**src/hdl/gads_mem.sv**
```systemverilog
// Vertex store: one entry per vertex (degree and adjacency row), per-entry valid bits.
module gads_mem #(
	parameter int DEPTH = 64,
	parameter int WIDTH = 71
) (
	input  logic                     clk,
	input  logic                     arst_n,
	input  logic                     wr_en,
	input  logic [$clog2(DEPTH)-1:0] wr_addr,
	input  logic [WIDTH-1:0]         wr_data,
	input  logic                     rd_en,
	input  logic [$clog2(DEPTH)-1:0] rd_addr,
	output logic [WIDTH-1:0]         rd_data
);
	logic [WIDTH-1:0] mem [DEPTH];
	logic [DEPTH-1:0] vld_q;
	logic [WIDTH-1:0] rd_q;
	logic             rd_vld_q;

	always_ff @(posedge clk) begin
		if (wr_en) begin
			mem[wr_addr] <= wr_data;
		end
		if (rd_en) begin
			rd_q <= mem[rd_addr];
		end
	end

	always_ff @(posedge clk or negedge arst_n) begin
		if (!arst_n) begin
			vld_q    <= '0;
			rd_vld_q <= 1'b0;
		end else begin
			if (wr_en) begin
				vld_q[wr_addr] <= 1'b1;
			end
			if (rd_en) begin
				rd_vld_q <= vld_q[rd_addr];
			end
		end
	end

	assign rd_data = rd_vld_q ? rd_q : '0;

endmodule

```
**config.mk**
```make
export PLATFORM = sky130hd
export DESIGN_NAME = gads_mem
export DESIGN_NICKNAME = d
export VERILOG_FILES = /design/src/hdl/gads_mem.sv
export SDC_FILE = /design/constraint.sdc
export NUM_CORES = 2
export LEC_CHECK = 0
export BUFFER_PORTS_ARGS = -buffer_cell sky130_fd_sc_hd__buf_4
export CORE_ASPECT_RATIO = 1.4
export CORE_UTILIZATION = 46
export CTS_CLUSTER_SIZE = 8
export DETAILED_ROUTE_END_ITERATION = 8
export SETUP_SLACK_MARGIN = 0.1
export SYNTH_ARGS = -nofsm -noshare
export SYNTH_HDL_FRONTEND = slang
export SYNTH_MEMORY_MAX_BITS = 65536
export SYNTH_SLANG_ARGS = --single-unit
```
**constraint.sdc**
```tcl
create_clock -name clk -period 2.5 [get_ports clk]
set_input_delay 0.25 -clock clk [delete_from_list [all_inputs] [get_ports clk]]
set_output_delay 0.25 -clock clk [all_outputs]
set_load 0.005 [all_outputs]
```
* Yosys cells after proc, flatten, opt, wreduce, memory -nomap -nowiden
Memories as Yosys holds them, arrays and structs flattened. A register that Yosys moved wholly into a read port is not among the register bits.
Cells that the tools add are included.
** Word-level totals
- Memories :: 1
- Bits in registers :: 65
- Word-level logic and storage cells :: 15
- Bits in writable memories :: 4544
- ROM bits :: 0
- Bits in latches :: 0
** Operators by class
- Shift operators :: 0
- Add/subtract/negate cells :: 0
- Equal/unequal tests :: 0
- Order comparisons :: 3
- Bitwise gates (word level) :: 1
- Reduce and logical (&&, ||, !) cells :: 1
- Div/mod/pow operators :: 0
- Multiply operators :: 0
- Mux-type cells :: 7
** Memory list
- mem :: depth 64, bits a word 71, read ports 1, clocked after Yosys merged registers in 1, write ports 1, line 15 : logic [WIDTH-1:0] mem [DEPTH];
** Operators by type and width (count)
- $mux 71 :: 1
- $or 64x64->64 :: 1
- $lt 6x7->1 const B :: 2
- $bmux 1 s6 :: 1
- $demux 1 s6 :: 1
- $ge 6x1->1 const B :: 1
- $mux 1 :: 4
- $logic_and 1x1->1 :: 1

* Logic depth before layout (Yosys ltp)
- Depth after elaboration :: 5
- Gate-level depth with buffers :: 9
- Depth with buffers taken out :: 5

* Least setup slack after synthesis
No wires, ideal clock.
- Path type :: in2reg
- Start :: input wr_addr[3]
- End :: register vld_q[48]
- Buffers on the path :: 1
- Path slack :: -3.886 ns
- Stages :: 5
- Required time :: 2.405 ns
- Arrival :: 6.291 ns
- Library setup time :: 0.095 ns
- Cell sequence :: clkbuf_1 -> nand4b_1 -> or2_2 -> nor3_1 -> or2_2
** Between the ends
- Cells in the longest elaborated chain, start to end :: 5
- Elaborated cells on any way between the ends :: 6
- Those cells by class :: order compare (2); mux (2); bitwise (1); reduce/logical (1)
** Ends and longest elaborated chain
- start, declared :: line 9 : input logic [$clog2(DEPTH)-1:0] wr_addr,
- $lt 6x7->1 (implied by the code) or $ge 6x1->1 (tied branches) :: line 35 : vld_q[wr_addr] <= 1'b1;
- $logic_and 1x1->1 (implied by the code) :: line 35
- $mux 1 (implied by the code) :: line 35
- $demux 1 s6 * :: line 35
- $or 64x64->64 (no line) *
- end signal, assigned :: line 31 : vld_q <= '0;
- end signal, assigned by index :: line 35
- end, declared :: line 16 : logic [DEPTH-1:0] vld_q;
Mark *: on every way between the ends. The rest lies on a longest branch, timed or not.
A chain may end at the register's enable or synchronous reset.

* Final worst setup path
- Start :: register rd_vld_q
- End :: output rd_data[53]
** Between the ends
- Cells in the longest elaborated chain, start to end :: 1
** Ends and longest elaborated chain
- start, declared :: line 18 : logic rd_vld_q;
- start signal, assigned :: line 38 : rd_vld_q <= vld_q[rd_addr];
- $mux 71 :: line 43 : assign rd_data = rd_vld_q ? rd_q : '0;
- end, declared :: line 13 : output logic [WIDTH-1:0] rd_data
No other way between the ends.

==> metrics <==
largest net degree at the start of global routing=66; CTS sink count=4680; top cells by count, synth=edfxtp_1 (4615), mux4_2 (1429), clkbuf_1 (209); vias in the first global route=88208; WHS Endpoint=mem[17][21]; FFs w/ async S/R, synth=1.39%; initial antenna violation count=32; launch point of the worst reg-to-reg path=mem[41][57]; fmax=400 MHz; Worst Max-Slew Pin Slew=0.829 ns; number of synthesized register bits=4680; final antenna-violating net count=0; crit-path cells=buf_12, buf_16, buf_8, and2_4, buf_6; number of synthesized flops with an enable pin=4615; clock skew=0.0843 ns; Max clock buf depth=4; register area=140000 µm²; drt first pass iters=8; arrival time at the worst endpoint=2.25 ns; Port Buffers=157; pre-CTS setup slack=-0.636 ns; Netlist Area Pre-Place=177000 µm²; crit share post-route=100%; Die Y=736 µm; CP Capture Type=primary output; Clock transition at path regs=0.05 ns; Non-Filler Instances=13265; leakage power=67.3 nW; total power draw=0.175 W; num rows=269; via/cell ratio=6.50; Largest delay share family, worst path=buffers and inverters; final setup margin=-0.00303 ns; GRT Overall Usage=27.5%; first-pass GRT wire length=722000 µm; layout cells sized above 1=38.3%; Area growth syn-to-layout=19.6%; Yosys warnings=0; Hold Path Stages=3; CTS root buffer=clkbuf_16; R2R depth=4; Setup-failing EPs final=4; Max Cap Viol=0; mean area per synthesized cell=25.4 µm²; critical path's largest stage delay=0.51 ns; Cell Pwr Density=827 nW/µm²; multi-input logic area=35900 µm²; grt ovf=0; worst path bufs/invs=4; kind of critical path=reg -> out; slowest CP cell=dfrtp_4; Placed Area=193000 µm²; worst reg2reg path endpoint=rd_q[57]; failing checks=design-rule violations, negative setup slack; Synth top area share=78.3%; HPWL after DPL=284000 µm; Residual DRC=3; status=complete, but fails checks; Iter 0 DRT Violations=12984; Max FO, Critical Path=9; WL per Instance=40.2 µm; Die Area=387000 µm²; die width=526 µm; synth top area cells=edfxtp_1 (78%), mux4_2 (18%), dfrtp_1 (0.92%), a22oi_1 (0.62%), clkbuf_1 (0.44%); Via Count=86162; filler instances=27693; Routed WL=534000 µm; Synth Instances=6968; min-delay src=wr_en; Layout Nets=8241; pins over their slew limit=0; I/O pin count=158; final RePlAce weighted congestion=0.780; RSZ-0062 raised after global routing=true; startpoint types=flop; Core ar.=383000 µm²; r2r setup slk=0.21 ns; most numerous cell in the Yosys netlist=edfxtp_1; Clk Latency, worst-skew pair=1.04 ns; largest area contributor in the netlist=edfxtp_1; endpoints failing hold=0; H-tree depth=6; register area share after synthesis=79.2%; syn nets=7055; hold slack=0.0435 ns; dpl cells=12417; Hold WC Path Type=in -> reg; fin area=212000 µm²; Num CTS Buffers=659; Initial Utilization=46.2%; Slew HR=44.8%; Peak VDD IR=0.618 mV; CTS tree=done; Primary FF master, synth=edfxtp_1; fin crit period=2.50 ns; data required time at the worst endpoint=2.25 ns; Netlist cell types=29
timing repair:
| item | in CTS | in global routing |
|---|---|---|
| hold endpoints to repair | 4708 | 0 |
| hold buffers | 82 | 0 |
| pin swaps | 3 | 8 |
| endpoints found under the setup margin | 70 | 53 |
| gates resized for setup | 108 | 26 |
| cloned | 2 | 2 |
| setup buffers | 3 | 1 |
per-stage QoR:
step	utilization, %	setup TNS, ns
after floorplan	-	-541.18
after global placement	50.3	-19.46
after detailed placement	50.3	-19.91
after CTS	55.2	-0.634
after global routing	55.3	-0.116
final	55.3	-0.00577
metal layers:
metal,wire length [µm],track usage [%]
met4,18200,9.14
met2,269000,46.1
met5,69,0
met1,196000,36.0
met3,50400,5.55
how the worst max path moves through the flow:
stage	cells past startpoint	start	slack, ns	endpoint
global route	5	rd_vld_q	-0.02	rd_data[59]
detailed placement	7	rd_addr[0]	-0.64	rd_q[57]
CTS	5	rd_vld_q	-0.06	rd_data[58]
floorplan	4	wr_addr[3]	-0.57	mem[48][0]
global placement	7	rd_addr[0]	-0.62	rd_q[57]
finish	5	rd_vld_q	-0.003	rd_data[53]
tightest hold or removal path, stage by stage:
cell,delay (ns)
buf_4,0.16
nand3_4,0.25
nor2_4,0.14
cells in the final DEF (no fill, tap or decap), types with 3 or more instances in the layout:
master | netlist | layout
inv_16 | 0 | 7
dlygate4sd3_1 | 0 | 82
dfrtp_1 | 65 | 64
nand3_1 | 10 | 6
buf_4 | 13 | 386
nand2_1 | 81 | 77
buf_6 | 4 | 55
and2_1 | 72 | 12
nor2_1 | 68 | 4
mux4_2 | 1429 | 1429
clkbuf_16 | 0 | 671
inv_1 | 3 | 3
mux2i_1 | 20 | 20
or2_2 | 65 | 64
clkinv_8 | 0 | 16
edfxtp_1 | 4615 | 4615
a22oi_1 | 146 | 146
nand3_4 | 0 | 4
nor2b_2 | 0 | 3
nor2_4 | 0 | 64
buf_12 | 0 | 360
nand2b_1 | 3 | 3
buf_16 | 0 | 5
diode_2 | 0 | 18
and2_4 | 0 | 60
inv_6 | 0 | 11
clkbuf_1 | 209 | 32
clkinv_16 | 0 | 3
buf_8 | 0 | 5
sequential cells by signal (all words and copies together) (netlist names):
signal    count
rd_q         71
mem        4544
vld_q        64
rd_vld_q      1
cells by family after synthesis:
kind of cell	count (synthesis)	synth area share, %
flip-flops	4680	79.2
AO/OA/AOI/OAI	153	0.649
buffers and inverters	372	0.913
multiplexers	1449	18.3
AND/OR/NAND/NOR	314	0.895
final cells by class:
class / count / share of cell area, %
tap: 5013 / 2.96
timing repair buffer: 894 / 5.57
inverter: 3 / 0.00532
clock buffer: 702 / 7.98
antenna: 18 / 0.0213
multi-input combinational: 1916 / 16.9
clock inverter: 39 / 0.281
sequential: 4680 / 66.2
where the power goes:
part	internal [W]	switching [W]
combinational	0.00416	0.00471
clock	0.0472	0.0314
sequential	0.0873	0.000380
total	0.139	0.0365
No activity file was read; power rests on OpenSTA's default activity.
