===== src/hdl/gads_pkg.sv =====
// Shared types and constants for the graph adjacency and degree store.
package gads_pkg;

	localparam int NODE_W = 6;
	localparam int VC_W   = 7;
	localparam logic [VC_W-1:0] VC_RESET = 7'd64;

	typedef enum logic [1:0] {
		ACT_CONNECT,
		ACT_DISCONNECT,
		ACT_REDUCE,
		ACT_QUERY
	} action_t;

	typedef enum logic [2:0] {
		ST_IDLE,
		ST_CHK,
		ST_UPD_RD,
		ST_UPD_WR,
		ST_SCAN,
		ST_STAT,
		ST_FIN_RD,
		ST_FIN
	} state_t;

	typedef struct packed {
		logic            pair_adjacent;
		logic [VC_W-1:0] degree_a;
		logic [VC_W-1:0] removed;
		logic            dirac_holds;
		logic            ore_holds;
	} result_t;

endpackage


===== src/hdl/gads_ctrl.sv =====
// Sequencer: read-modify-write of vertex entries, reduce scan and degree statistics scan.
module gads_ctrl #(
	parameter int MAX_VERTICES = 64
) (
	input  logic                                     clk,
	input  logic                                     arst_n,
	input  logic [gads_pkg::VC_W-1:0]                n,
	input  logic                                     in_valid,
	output logic                                     in_ready,
	input  logic [1:0]                               action,
	input  logic [gads_pkg::NODE_W-1:0]              node_a,
	input  logic [gads_pkg::NODE_W-1:0]              node_b,
	input  logic [gads_pkg::VC_W-1:0]                remove_count,
	output logic                                     res_valid,
	input  logic                                     res_ready,
	output gads_pkg::result_t                        res,
	output logic                                     rd_en,
	output logic [$clog2(MAX_VERTICES)-1:0]          rd_addr,
	input  logic [MAX_VERTICES-1:0]                  rd_row,
	input  logic [$clog2(MAX_VERTICES+2)-1:0]        rd_deg,
	output logic                                     wr_en,
	output logic [$clog2(MAX_VERTICES)-1:0]          wr_addr,
	output logic [MAX_VERTICES-1:0]                  wr_row,
	output logic [$clog2(MAX_VERTICES+2)-1:0]        wr_deg
);
	import gads_pkg::*;

	localparam int AW = $clog2(MAX_VERTICES);
	localparam int DW = $clog2(MAX_VERTICES + 2);
	localparam int CW = AW + 1;

	state_t            state_q, state_d;
	action_t           act_q;
	logic [NODE_W-1:0] a_q, b_q;
	logic [VC_W-1:0]   want_q, removed_q;
	logic [MAX_VERTICES-1:0] row_q;
	logic [AW-1:0]     p_q, q_q;
	logic              set_q, pend_q;
	logic [CW-1:0]     idx_q;
	logic [DW-1:0]     min1_q, min2_q;
	logic              stat_s1;

	logic          accept;
	logic [AW-1:0] a_addr, b_addr;
	logic          a_in_use, b_in_use, a_in_store, b_in_store;
	logic          idx_lt_n, more_wanted, edge_ab, do_change, scan_hit;

	assign accept     = in_valid && in_ready;
	assign a_addr     = AW'(a_q);
	assign b_addr     = AW'(b_q);
	assign a_in_use   = {1'b0, a_q} < n;
	assign b_in_use   = {1'b0, b_q} < n;
	assign a_in_store = int'(a_q) < MAX_VERTICES;
	assign b_in_store = int'(b_q) < MAX_VERTICES;
	assign idx_lt_n   = int'(idx_q) < int'(n);
	assign more_wanted = removed_q < want_q;
	assign edge_ab    = rd_row[b_addr];
	assign do_change  = a_in_use && b_in_use &&
		((act_q == ACT_CONNECT && !edge_ab) || (act_q == ACT_DISCONNECT && edge_ab));
	assign scan_hit   = row_q[idx_q[AW-1:0]];

	always_comb begin
		state_d = state_q;
		unique case (state_q)
			ST_IDLE: begin
				if (in_valid) state_d = ST_CHK;
			end
			ST_CHK: begin
				if (do_change) state_d = ST_UPD_RD;
				else if (act_q == ACT_REDUCE && a_in_use) state_d = ST_SCAN;
				else state_d = ST_STAT;
			end
			ST_UPD_RD: state_d = ST_UPD_WR;
			ST_UPD_WR: begin
				if (pend_q) state_d = ST_UPD_RD;
				else if (act_q == ACT_REDUCE) state_d = ST_SCAN;
				else state_d = ST_STAT;
			end
			ST_SCAN: begin
				if (idx_lt_n && more_wanted) begin
					if (scan_hit) state_d = ST_UPD_RD;
				end else begin
					state_d = ST_STAT;
				end
			end
			ST_STAT: begin
				if (!idx_lt_n) state_d = ST_FIN_RD;
			end
			ST_FIN_RD: state_d = ST_FIN;
			ST_FIN: begin
				if (res_ready) state_d = ST_IDLE;
			end
			default: state_d = ST_IDLE;
		endcase
	end

	always_comb begin
		in_ready  = 1'b0;
		rd_en     = 1'b0;
		rd_addr   = a_addr;
		wr_en     = 1'b0;
		res_valid = 1'b0;
		unique case (state_q)
			ST_IDLE: begin
				in_ready = 1'b1;
				rd_en    = in_valid;
				rd_addr  = AW'(node_a);
			end
			ST_UPD_RD: begin
				rd_en   = 1'b1;
				rd_addr = p_q;
			end
			ST_UPD_WR: wr_en = 1'b1;
			ST_STAT: begin
				rd_en   = idx_lt_n;
				rd_addr = idx_q[AW-1:0];
			end
			ST_FIN_RD: rd_en = 1'b1;
			ST_FIN: res_valid = 1'b1;
			default: ;
		endcase
	end

	always_comb begin
		wr_row        = rd_row;
		wr_row[q_q]   = set_q;
	end
	assign wr_addr = p_q;
	assign wr_deg  = set_q ? rd_deg + DW'(1) : rd_deg - DW'(1);

	assign res.pair_adjacent = a_in_store && b_in_store && rd_row[b_addr];
	assign res.degree_a      = a_in_store ? VC_W'(rd_deg) : '0;
	assign res.removed       = removed_q;
	assign res.dirac_holds   = (n == '0) ||
		(int'(min1_q) >= ((int'(n) + 1) >> 1));
	assign res.ore_holds     = (int'(n) < 2) ||
		((int'(min1_q) + int'(min2_q)) >= int'(n));

	always_ff @(posedge clk or negedge arst_n) begin
		if (!arst_n) begin
			state_q <= ST_IDLE;
			stat_s1 <= 1'b0;
		end else begin
			state_q <= state_d;
			stat_s1 <= (state_q == ST_STAT) && idx_lt_n;
		end
	end

	always_ff @(posedge clk) begin
		if (accept) begin
			act_q     <= action_t'(action);
			a_q       <= node_a;
			b_q       <= node_b;
			want_q    <= remove_count;
			removed_q <= '0;
			min1_q    <= '1;
			min2_q    <= '1;
		end
		if (stat_s1) begin
			if (rd_deg < min1_q) begin
				min2_q <= min1_q;
				min1_q <= rd_deg;
			end else if (rd_deg < min2_q) begin
				min2_q <= rd_deg;
			end
		end
		case (state_q)
			ST_CHK: begin
				row_q  <= rd_row;
				p_q    <= a_addr;
				q_q    <= b_addr;
				set_q  <= act_q == ACT_CONNECT;
				pend_q <= 1'b1;
				idx_q  <= '0;
			end
			ST_UPD_WR: begin
				if (pend_q) begin
					p_q    <= q_q;
					q_q    <= p_q;
					pend_q <= 1'b0;
				end
			end
			ST_SCAN: begin
				if (idx_lt_n && more_wanted) begin
					idx_q <= idx_q + CW'(1);
					if (scan_hit) begin
						removed_q <= removed_q + VC_W'(1);
						p_q       <= a_addr;
						q_q       <= idx_q[AW-1:0];
						set_q     <= 1'b0;
						pend_q    <= 1'b1;
					end
				end else begin
					idx_q <= '0;
				end
			end
			ST_STAT: begin
				if (idx_lt_n) idx_q <= idx_q + CW'(1);
			end
			default: ;
		endcase
	end

	a_accept_chk: assert property (@(posedge clk) disable iff (!arst_n)
		accept |=> state_q == ST_CHK)
		else $error("accepted transaction did not start entry check");
	a_wr_after_rd: assert property (@(posedge clk) disable iff (!arst_n)
		wr_en |-> $past(state_q) == ST_UPD_RD)
		else $error("entry write without preceding read");
	a_removed_zero: assert property (@(posedge clk) disable iff (!arst_n)
		res_valid && act_q != ACT_REDUCE |-> res.removed == '0)
		else $error("removed count nonzero outside reduce");
	a_removed_bound: assert property (@(posedge clk) disable iff (!arst_n)
		res_valid |-> res.removed <= want_q)
		else $error("removed more edges than requested");

endmodule


===== config.mk =====
export PLATFORM = sky130hd
export DESIGN_NAME = gads_ctrl
export DESIGN_NICKNAME = d
export VERILOG_FILES = /design/src/hdl/gads_pkg.sv /design/src/hdl/gads_ctrl.sv
export SDC_FILE = /design/constraint.sdc
export NUM_CORES = 1
export LEC_CHECK = 0
export BUFFER_PORTS_ARGS = -buffer_cell sky130_fd_sc_hd__buf_2
export CAP_MARGIN = 5
export CORE_MARGIN = 2
export CORE_UTILIZATION = 50
export CTS_CLUSTER_SIZE = 28
export DETAILED_ROUTE_END_ITERATION = 10
export PLACE_DENSITY = 0.79
export SETUP_SLACK_MARGIN = 0.4
export SLEW_MARGIN = 5
export SYNTH_ARGS = -nofsm -noshare
export SYNTH_HDL_FRONTEND = slang
export SYNTH_SLANG_ARGS = --single-unit

===== constraint.sdc =====
create_clock -name clk -period 4.4 [get_ports clk]
set_input_delay 1.32 -clock clk [delete_from_list [all_inputs] [get_ports clk]]
set_output_delay 1.32 -clock clk [all_outputs]
set_load 0.01 [all_outputs]

* Word-level counts from Yosys, hierarchy flattened
Index checks and enable logic that the tools add are counted.
Operators by class: multiplexer cells 51, add/sub/neg operators 6, equality and inequality tests 17, reduce and logical (&&, ||, !) cells 25, magnitude comparators 13
Operators with widths (number):
- $mux 7 | 14
- $bwmux 64 | 1
- $pmux 6 s3 | 3
- $mux 6 | 6
- $lt 7x7->1 | 4
- $pmux 3 s8 | 1
- $add 7x1->7 const B | 3
- $lt 6x7->1 const B | 3
- $mux 3 | 7
- $pmux 7 s3 | 1
- $lt 6x7->1 | 2
- $ne 2x2->1 const B | 7
- $bmux 1 s6 | 2
- $eq 3x3->1 const B | 4
- $mux 1 | 12
- $logic_and 1x1->1 | 9
- $add 7x1->8 const B | 1
- $add 7x7->8 | 1
- $ge 8x7->1 | 1
- $reduce_and 4->1 | 2
- $ge 7x7->1 | 1
- $logic_not 7->1 | 1
- $lt 7x2->1 const B | 1
- $sub 7x1->7 const B | 1
- other kinds (18) | 24
Word-level totals: output and inout port bits 104, bits of input ports 103, flip-flop bits (word level) 131, word-level logic and storage cells 127

* Longest topological paths before layout
depth after elaboration 8, depth in mapped cells 11, gate-level depth less buffers 11

* Worst setup path after synthesis
OpenSTA, ideal clock, no wires.
kind input port to output port, from input n[1] in the netlist's numbering, to output res[1] in the netlist's numbering, data required time 3.080 ns, path buffers 0, arrival 3.262 ns, stages on the path 10, slack -0.182 ns, path through inv_1 > ha_1 > ha_1 > nand2b_1 > a21o_1 > a21o_1 > a21o_1 > a21o_1 > a21o_1 > a221o_1
RTL lines:
- start: declaration | RTL line gads_ctrl.sv:7 | input logic [gads_pkg::VC_W-1:0] n,
- end: declaration | RTL line gads_ctrl.sv:16 | output gads_pkg::result_t res,

==> results.json <==
{
  "status": "complete, but fails checks",
  "violations": "setup timing",
  "seq_area_frac_synth_pct": 40.9,
  "hold_viol_final": 0,
  "reg2reg_depth": 21,
  "grt_remaining_overflow": 0,
  "p_leak_nw": 4.69,
  "grt_max_degree": 65,
  "cts_num_sinks": 131,
  "required_ps": 3080,
  "hp-class": "flip-flop to flip-flop",
  "gp_congestion": 0.932,
  "clkLatencyLatePin_ps": 430,
  "drtPass1Iterations": 6,
  "start_kind": "primary input",
  "period_minus_slack_ps": 4610,
  "synthCells": 846,
  "routed_via_density": 6.21,
  "core_region_area_sq_um": 17800,
  "skew_ps": 11.9,
  "yosys_register_bits": 131,
  "endpoint": "res[1]",
  "place_area_sq_um": 10300,
  "syn_area_sq_um": 9050,
  "wirelength_mm": 26.9,
  "setup-violations-final": 2,
  "dp_hpwl_mm": 18.6,
  "cp_slowest_cell": "a221o_1",
  "nFillCells": 1361,
  "design_area_sq_um": 11300,
  "num_vias": 8034,
  "die_h_um": 139,
  "crit_fanout": 3,
  "io_buffers": 206,
  "r2r_start": "b_addr[2]",
  "drive_gt1_share_pct": 35.3,
  "cts_buffer_depth": 2,
  "fmax_mhz": 217,
  "worstPathArrival_ps": 3290,
  "worst_pin_slew_ps": 1070,
  "final-seq-area_sq_um": 3700,
  "syn_area_per_cell_sq_um": 10.7,
  "crit_chain": "buf_2 -> ha_2 -> xnor2_2 -> ha_1 -> a21o_1 -> a21o_1 -> a21o_1 -> a21o_1 -> a21o_1 -> a221o_1 -> buf_2",
  "cts_root_buf": "clkbuf_16",
  "wire_per_inst_um": 20.8,
  "cpPeakStageDelay_ps": 310,
  "die_w_um": 139,
  "cts_tree": "built",
  "syn-num-nets": 1015,
  "fin_ws_ps": -211,
  "ys.flop_type": "edfxtp_1",
  "clkTransAtPathRegs_ps": 60,
  "worstSetupPathType": "primary input to output pin",
  "grt_first_pass_wirelength_mm": 40.4,
  "crit_top_cell": "a21o_1",
  "drc": 0,
  "synthArstFlopShare_pct": 3.05,
  "r2r_setup_slack_ps": 250,
  "io_pins": 207,
  "maxSlewViolCount": 0,
  "reg2reg_to": "state_q[1]",
  "cts-htree-levels": 4,
  "power_density_nw_per_um2": 638,
  "whs_ps": 511,
  "post-place-ws_ps": -272,
  "crit_start": "n[0]",
  "synth-edff-count": 106,
  "endpoint_kind": "output pin",
  "rsz0062_at_grt": "yes",
  "ys_types": 66,
  "die_area_sq_um": 19200,
  "initial_core_util_pct": 50.7,
  "post-route-period-util_pct": 105,
  "num_rows": 49,
  "maxSlewHeadroom_pct": 28.8,
  "vdd_drop_max_uv": 364,
  "maxCapViolCount": 0,
  "areaGrowthSynthToFinish_pct": 25.2,
  "drtIter0Drc": 884,
  "antenna_found_initial": 0,
  "multi_input_area_sq_um": 5000,
  "layout.nets": 1223,
  "grt_usage_pct": 26.9,
  "diodes": 0,
  "first_global_vias": 7476,
  "cts_buffers": 17,
  "ys_warn_count": 0,
  "postRouteAntennaNets": 0
}
## worst min-delay path by stage
stage / cells after the start / endpoint / start
global route: 1 / removed_q[6] / removed_q[6]
detailed placement: 1 / removed_q[6] / removed_q[6]
floorplan: 2 / min1_q[2] / min1_q[2]
finish: 1 / removed_q[6] / removed_q[6]
global placement: 1 / removed_q[6] / removed_q[6]
CTS: 1 / removed_q[6] / removed_q[6]
## cell usage after synthesis, types with 12 or more instances
cell / number / area (sq um)
dfxtp_1: 21 / 420
xnor2_1: 17 / 149
o31ai_1: 66 / 495
mux2i_1: 22 / 220
a21oi_1: 31 / 155
a22o_1: 12 / 105
o21ai_0: 75 / 375
mux4_2: 32 / 721
nand3_1: 12 / 60.1
inv_1: 42 / 158
a21o_1: 23 / 173
nand4_1: 12 / 75.1
ha_1: 64 / 801
nand2b_1: 20 / 125
edfxtp_1: 106 / 3180
mux2_2: 12 / 135
nand2_1: 32 / 120
nand3b_1: 13 / 97.6
nor2_1: 44 / 165
clkbuf_1: 52 / 195
## critical path: cells and delay by family
family / cells / cell delay [ps]
AO/OA/AOI/OAI: 6 / 1090
XOR/XNOR: 1 / 130
adder cells (fa/ha/maj): 2 / 490
buffers and inverters: 2 / 270
## flip-flops by register name (all words and copies together) (netlist names), 7 cells and up
register	flops
min1_q	7
want_q	7
min2_q	7
removed_q	7
idx_q	7
row_q	64
## area by class of cell
| class | count | area share [%] |
|---|---|---|
| Clock buffer | 17 | 3.75 |
| Clock inverter | 13 | 0.983 |
| Inverter | 43 | 1.46 |
| Multi-Input combinational cell | 599 | 44.2 |
| Sequential cell | 131 | 32.7 |
| Tap cell | 229 | 2.53 |
| Timing Repair Buffer | 262 | 14.4 |
## kinds of logic (layout without fill, tap and decap cells)
group / Yosys count / after routing / synth area share (%)
compound gates: 275 / 275 / 20.4
flops: 131 / 131 / 40.9
xor+xnor: 21 / 21 / 2.03
fa+ha+maj: 66 / 66 / 9.29
simple gates: 171 / 171 / 10.1
buf+inv: 116 / 335 / 5.39
mux: 66 / 66 / 11.9
## cells in the final DEF (no fill, tap or decap), types with 16 or more instances in the layout
cell type / count
a21o_1: 23
a21oi_1: 26
buf_2: 189
buf_4: 39
buf_6: 32
clkbuf_16: 17
dfxtp_1: 21
edfxtp_1: 106
ha_1: 58
inv_1: 38
mux2i_1: 20
mux4_2: 32
nand2_1: 32
nand2b_1: 19
nor2_1: 41
o21ai_0: 75
o31ai_1: 66
xnor2_1: 16
## power by group
part / switching [mW] / internal (mW) / leakage [nW]
logic: 2.07 / 1.58 / 3.23
clock network: 0.555 / 0.767 / 0.249
registers: 0.429 / 1.83 / 1.21
## routing by layer
layer  GRT usage (%)  routed length [um]  vias to the layer above
met5               0                   0                        -
met4            11.5                 857                        0
met3            5.20                2450                       70
met2            44.5               13200                      432
met1            34.7               10300                     3845
li1                -                   -                     3687
## per-stage QoR
step / setup TNS [ps] / cells / utilization, % / power, mW
after floorplan: -3.03 / 846 / - / 4.58
after detailed placement: -316 / 1235 / 57.7 / 5.64
after CTS: -295 / 1282 / 62.2 / 7.08
after global placement: -239 / 1235 / 57.7 / 5.52
final: -349 / 1294 / 63.5 / 7.23
after global routing: -546 / 1294 / 63.5 / 7.65
## what timing repair did
action	4_1_cts	5_1_grt
cloned	0	0
hold buffers	0	0
pin swaps	12	19
buffers inserted	17	12
endpoints found under the setup margin	6	7
gates resized for setup	35	32
(Power assumes the default switching activity.)
